## config.mk

```make
export PLATFORM = sky130hd
export DESIGN_NAME = ukvt_front
export DESIGN_NICKNAME = d
export VERILOG_FILES = /design/src/ukvt_pkg.sv /design/src/ukvt_front.sv
export SDC_FILE = /design/constraint.sdc
export NUM_CORES = 1
export LEC_CHECK = 0
export ABC_AREA = 0
export BUFFER_PORTS_ARGS = -buffer_cell sky130_fd_sc_hd__buf_2
export CAP_MARGIN = 40
export CORE_ASPECT_RATIO = 1.2
export CORE_UTILIZATION = 40
export CTS_CLUSTER_SIZE = 8
export DETAILED_ROUTE_END_ITERATION = 7
export REMOVE_ABC_BUFFERS = 1
export SYNTH_ARGS = -nofsm -noshare
export SYNTH_HDL_FRONTEND = slang
export SYNTH_SLANG_ARGS = --single-unit
```

## constraint.sdc

```tcl
create_clock -name clk -period 5.9 [get_ports clk]
set_input_delay 0.59 -clock clk [delete_from_list [all_inputs] [get_ports clk]]
set_output_delay 0.59 -clock clk [all_outputs]
set_load 0.05 [all_outputs]
```

## src/ukvt_pkg.sv

```systemverilog
// shared types and codes for the unsorted key-value table
// no dependencies
package ukvt_pkg;

	localparam int DEPTH_DEF = 512;
	localparam int FUNC_W = 3;
	localparam int POS_W = 10;
	localparam int TOTAL_W = 10;
	localparam int QUEUE_DEPTH = 2;

	// function codes on the func port
	localparam logic [FUNC_W-1:0] FN_INSERT   = 3'd0;
	localparam logic [FUNC_W-1:0] FN_LOOKUP   = 3'd1;
	localparam logic [FUNC_W-1:0] FN_DEL_KEY  = 3'd2;
	localparam logic [FUNC_W-1:0] FN_DEL_POS  = 3'd3;
	localparam logic [FUNC_W-1:0] FN_DEL_EVEN = 3'd4;
	localparam logic [FUNC_W-1:0] FN_DEL_ODD  = 3'd5;

	typedef enum logic [2:0] {
		OP_INSERT   = 3'd0,
		OP_LOOKUP   = 3'd1,
		OP_DEL_KEY  = 3'd2,
		OP_DEL_POS  = 3'd3,
		OP_DEL_EVEN = 3'd4,
		OP_DEL_ODD  = 3'd5,
		OP_NOP      = 3'd6
	} op_t;

	typedef enum logic [1:0] {
		ST_DONE = 2'd0,
		ST_DUP  = 2'd1,
		ST_FULL = 2'd2,
		ST_MISS = 2'd3
	} stat_t;

	typedef struct packed {
		op_t               op;
		logic signed [31:0] key;
		logic [31:0]       value;
		logic [POS_W-1:0]  position;
	} cmd_t;

endpackage

```

## src/ukvt_front.sv

```systemverilog
// front end: takes command words, decodes the function code, queues them
// depends on ukvt_pkg
module ukvt_front
	import ukvt_pkg::*;
(
	input  logic                     clk,
	input  logic                     arst_n,
	input  logic                     start,
	output logic                     busy,
	input  logic [FUNC_W-1:0]        func,
	input  logic signed [31:0]       key,
	input  logic [31:0]              value,
	input  logic [POS_W-1:0]         position,
	output logic                     cmd_valid,
	output cmd_t                     cmd,
	input  logic                     cmd_pop
);

	cmd_t       slot_q [QUEUE_DEPTH];
	logic       head_q, tail_q;
	logic [1:0] fill_q;
	op_t        op_dec;
	logic       push;

	always_comb begin
		unique case (func)
			FN_INSERT:   op_dec = OP_INSERT;
			FN_LOOKUP:   op_dec = OP_LOOKUP;
			FN_DEL_KEY:  op_dec = OP_DEL_KEY;
			FN_DEL_POS:  op_dec = OP_DEL_POS;
			FN_DEL_EVEN: op_dec = OP_DEL_EVEN;
			FN_DEL_ODD:  op_dec = OP_DEL_ODD;
			default:     op_dec = OP_NOP;
		endcase
	end

	assign busy = (fill_q == 2'(QUEUE_DEPTH));
	assign push = start && !busy;
	assign cmd_valid = (fill_q != 2'd0);
	assign cmd = slot_q[head_q];

	always_ff @(posedge clk) begin
		if (push) begin
			slot_q[tail_q] <= '{op: op_dec, key: key, value: value, position: position};
		end
	end

	always_ff @(posedge clk or negedge arst_n) begin
		if (!arst_n) begin
			head_q <= 1'b0;
			tail_q <= 1'b0;
			fill_q <= 2'd0;
		end else begin
			if (push) tail_q <= !tail_q;
			if (cmd_pop) head_q <= !head_q;
			fill_q <= fill_q + 2'(push) - 2'(cmd_pop);
		end
	end

endmodule

```

==> metrics <==
status finished, final reports clean; Initial DRC Count 106; Max-cap violations 0; post-route minimum period 3080 ps; worst path arrival time 2490 ps; 1st-pass router iterations 4; worst stage delay on the critical path 700 ps; most frequent cells in the layout 159 x buf_2, 154 x edfxtp_1, 57 x mux2_2; Slew Limit Fails 0; initial core utilization 40.7%; die span in y 134 um; Final HPWL DP 6600 um; fill count 1184; root buf cell clkbuf_16; total number of vias 2931; Mapped Avg Cell Area 22.5 um^2; worst r2r src fill_q[0]; count of input and output buffers 159; Antenna Cells 0; Core Box Area 14400 um^2; fin nets 515; Layout area overhead 27.5%; Yosys reg bits 158; yosys warns 0; post-synthesis sequential area ratio 80.8%; clk_skew 5.51 ps; unrepaired setup endpoints after global routing false; Final Hold Fails 0; initial antenna violation count 0; fin util 51.9%; Die Width 112 um; placer's final routability congestion estimate 0.701; Hold Crit Start value[3]; Remaining DRCs 0; Post-CTS Setup Inserts 0; H-Tree Depth 4; layout cells sized above 1 60.9%; Worst-path clk slew 60 ps; WS Path Type flop to primary output; Critical Path, Cell by Cell buf_4 -> mux2_2 -> buf_2; clk_lat worst skew 410 ps; Hold Path Class input pin to flop; Min Hold Slack 361 ps; commonest non-fill, non-tap cell in the layout buf_2; Die ar. 15100 um^2; WHS Path Cells 1; fin crit share 52.3%; Peak VDD IR 258 uV; remaining antenna violation count after routing 0; Distinct cells, synth 17; Sink Count 158; FF-to-FF path depth 5; Rows 48; Max Freq 324 MHz; Critical Path RT 5310 ps; cell count after synthesis 260; CTS tree yes; slowest cell on the critical path dfrtp_4; Global Route Usage Sum 14.1%; Rel. slew slack 49.3%; worst slew pin tran 760 ps; CP Capture Type primary output; R2R setup slack 3760 ps; CTS Buf Count 17; io pins 160; WHS Endpoint slot_q[1][13]; gr ovfl total 0; Routed WL 10100 um; Cell Area, Synth 5850 um^2; largest net degree at the start of global routing 52; Via density 4.73; drt wl/cell 16.3 um; crit-path max FO 51; Worst setup SP type flop; Crit Reg-Reg Endpoint slot_q[0][50]; PwrDens 602 nW/um^2; setup TNS 0 ps; first-pass GRT wire length 15500 um; clk buf depth 2; final setup fails 0; P_leak 2.85 nW; vias in the first global route 3113
[metrics by stage]
stage                     cell area [um^2]  cells  power [mW]  worst slack [ps]
after global placement                6810    585        3.44              3240
after floorplan                       5770    249        3.09              1490
after detailed placement              6860    587        3.48              3220
after CTS                             7450    620        4.56              2760
final                                 7450    620        4.49              2820
after global routing                  7450    620        4.67              2690
[logic make-up (layout without fill, tap and decap cells)]
kind of cell    after synthesis  after routing  synth area share [%]
mux                          77             77                  16.1
buf+inv                      13            198                  1.46
flops                       158            158                  80.8
fa+ha+maj                     2              2                 0.428
xor+xnor                      4              4                 0.599
compound gates                1              1                 0.128
simple gates                  5              5                 0.450
[synthesized netlist by cell type]
library cell	instances	area (um^2)
a21boi_0	1	7.51
and3_1	1	6.26
buf_2	5	25.0
buf_6	4	45.0
clkbuf_1	2	7.51
dfrtp_1	4	100
edfxtp_1	154	4620
ha_1	2	25.0
inv_1	2	7.51
mux2_2	57	642
mux2_4	20	300
nand2_1	1	3.75
nand2b_1	1	6.26
nor2_1	1	3.75
or2_2	1	6.26
xnor2_1	3	26.3
xor2_1	1	8.76
[state kept, by name (all words and copies together) (netlist names)]
name	count
slot_q	154
fill_q	2
head_q	1
tail_q	1
[power breakdown]
part           internal, mW  switching (mW)
Clock                 0.658           0.405
Sequential             1.54           0.102
Combinational         0.519            1.27
[critical path: cells and delay by family (launching register included)]
kind	cells	cell delay, ps
buf+inv	2	860
mux	1	420
flops	1	700
[layer usage]
| metal | vias up | part of all wire, % | track usage [%] | wire (um) |
|---|---|---|---|---|
| li1 | 1371 | - | - | - |
| met1 | 1443 | 39 | 15.3 | 3950 |
| met2 | 99 | 53 | 24.4 | 5340 |
| met3 | 18 | 5.9 | 5.11 | 593 |
| met4 | 0 | 2.2 | 7.33 | 218 |
| met5 | - | 0 | 0 | 0 |
[repair_timing]
item                      4_1_cts  5_1_grt
hold buffers                    1        0
hold endpoints to repair        4        0
resized for setup               0        0
[cell type report]
class	instances	area [um^2]	area share (%)
Clock buffer	19	433	5.81
Clock inverter	13	148	1.98
Inverter	2	7.51	0.101
Multi-Input combinational cell	89	1050	14.1
Sequential cell	158	4730	63.4
Tap cell	175	219	2.94
Timing Repair Buffer	164	868	11.7
[worst max-delay path by stage]
stage	from	end	slack, ps	depth (start not counted)
after floorplan	start	slot_q[0][0]	1490	2
after global placement	head_q	cmd[29]	3240	3
after CTS	head_q	cmd[29]	2760	3
final	head_q	cmd[76]	2820	3
after detailed placement	head_q	cmd[29]	3220	3
after global routing	head_q	cmd[31]	2690	3
Note: power is estimated with default switching activity, not from simulation.
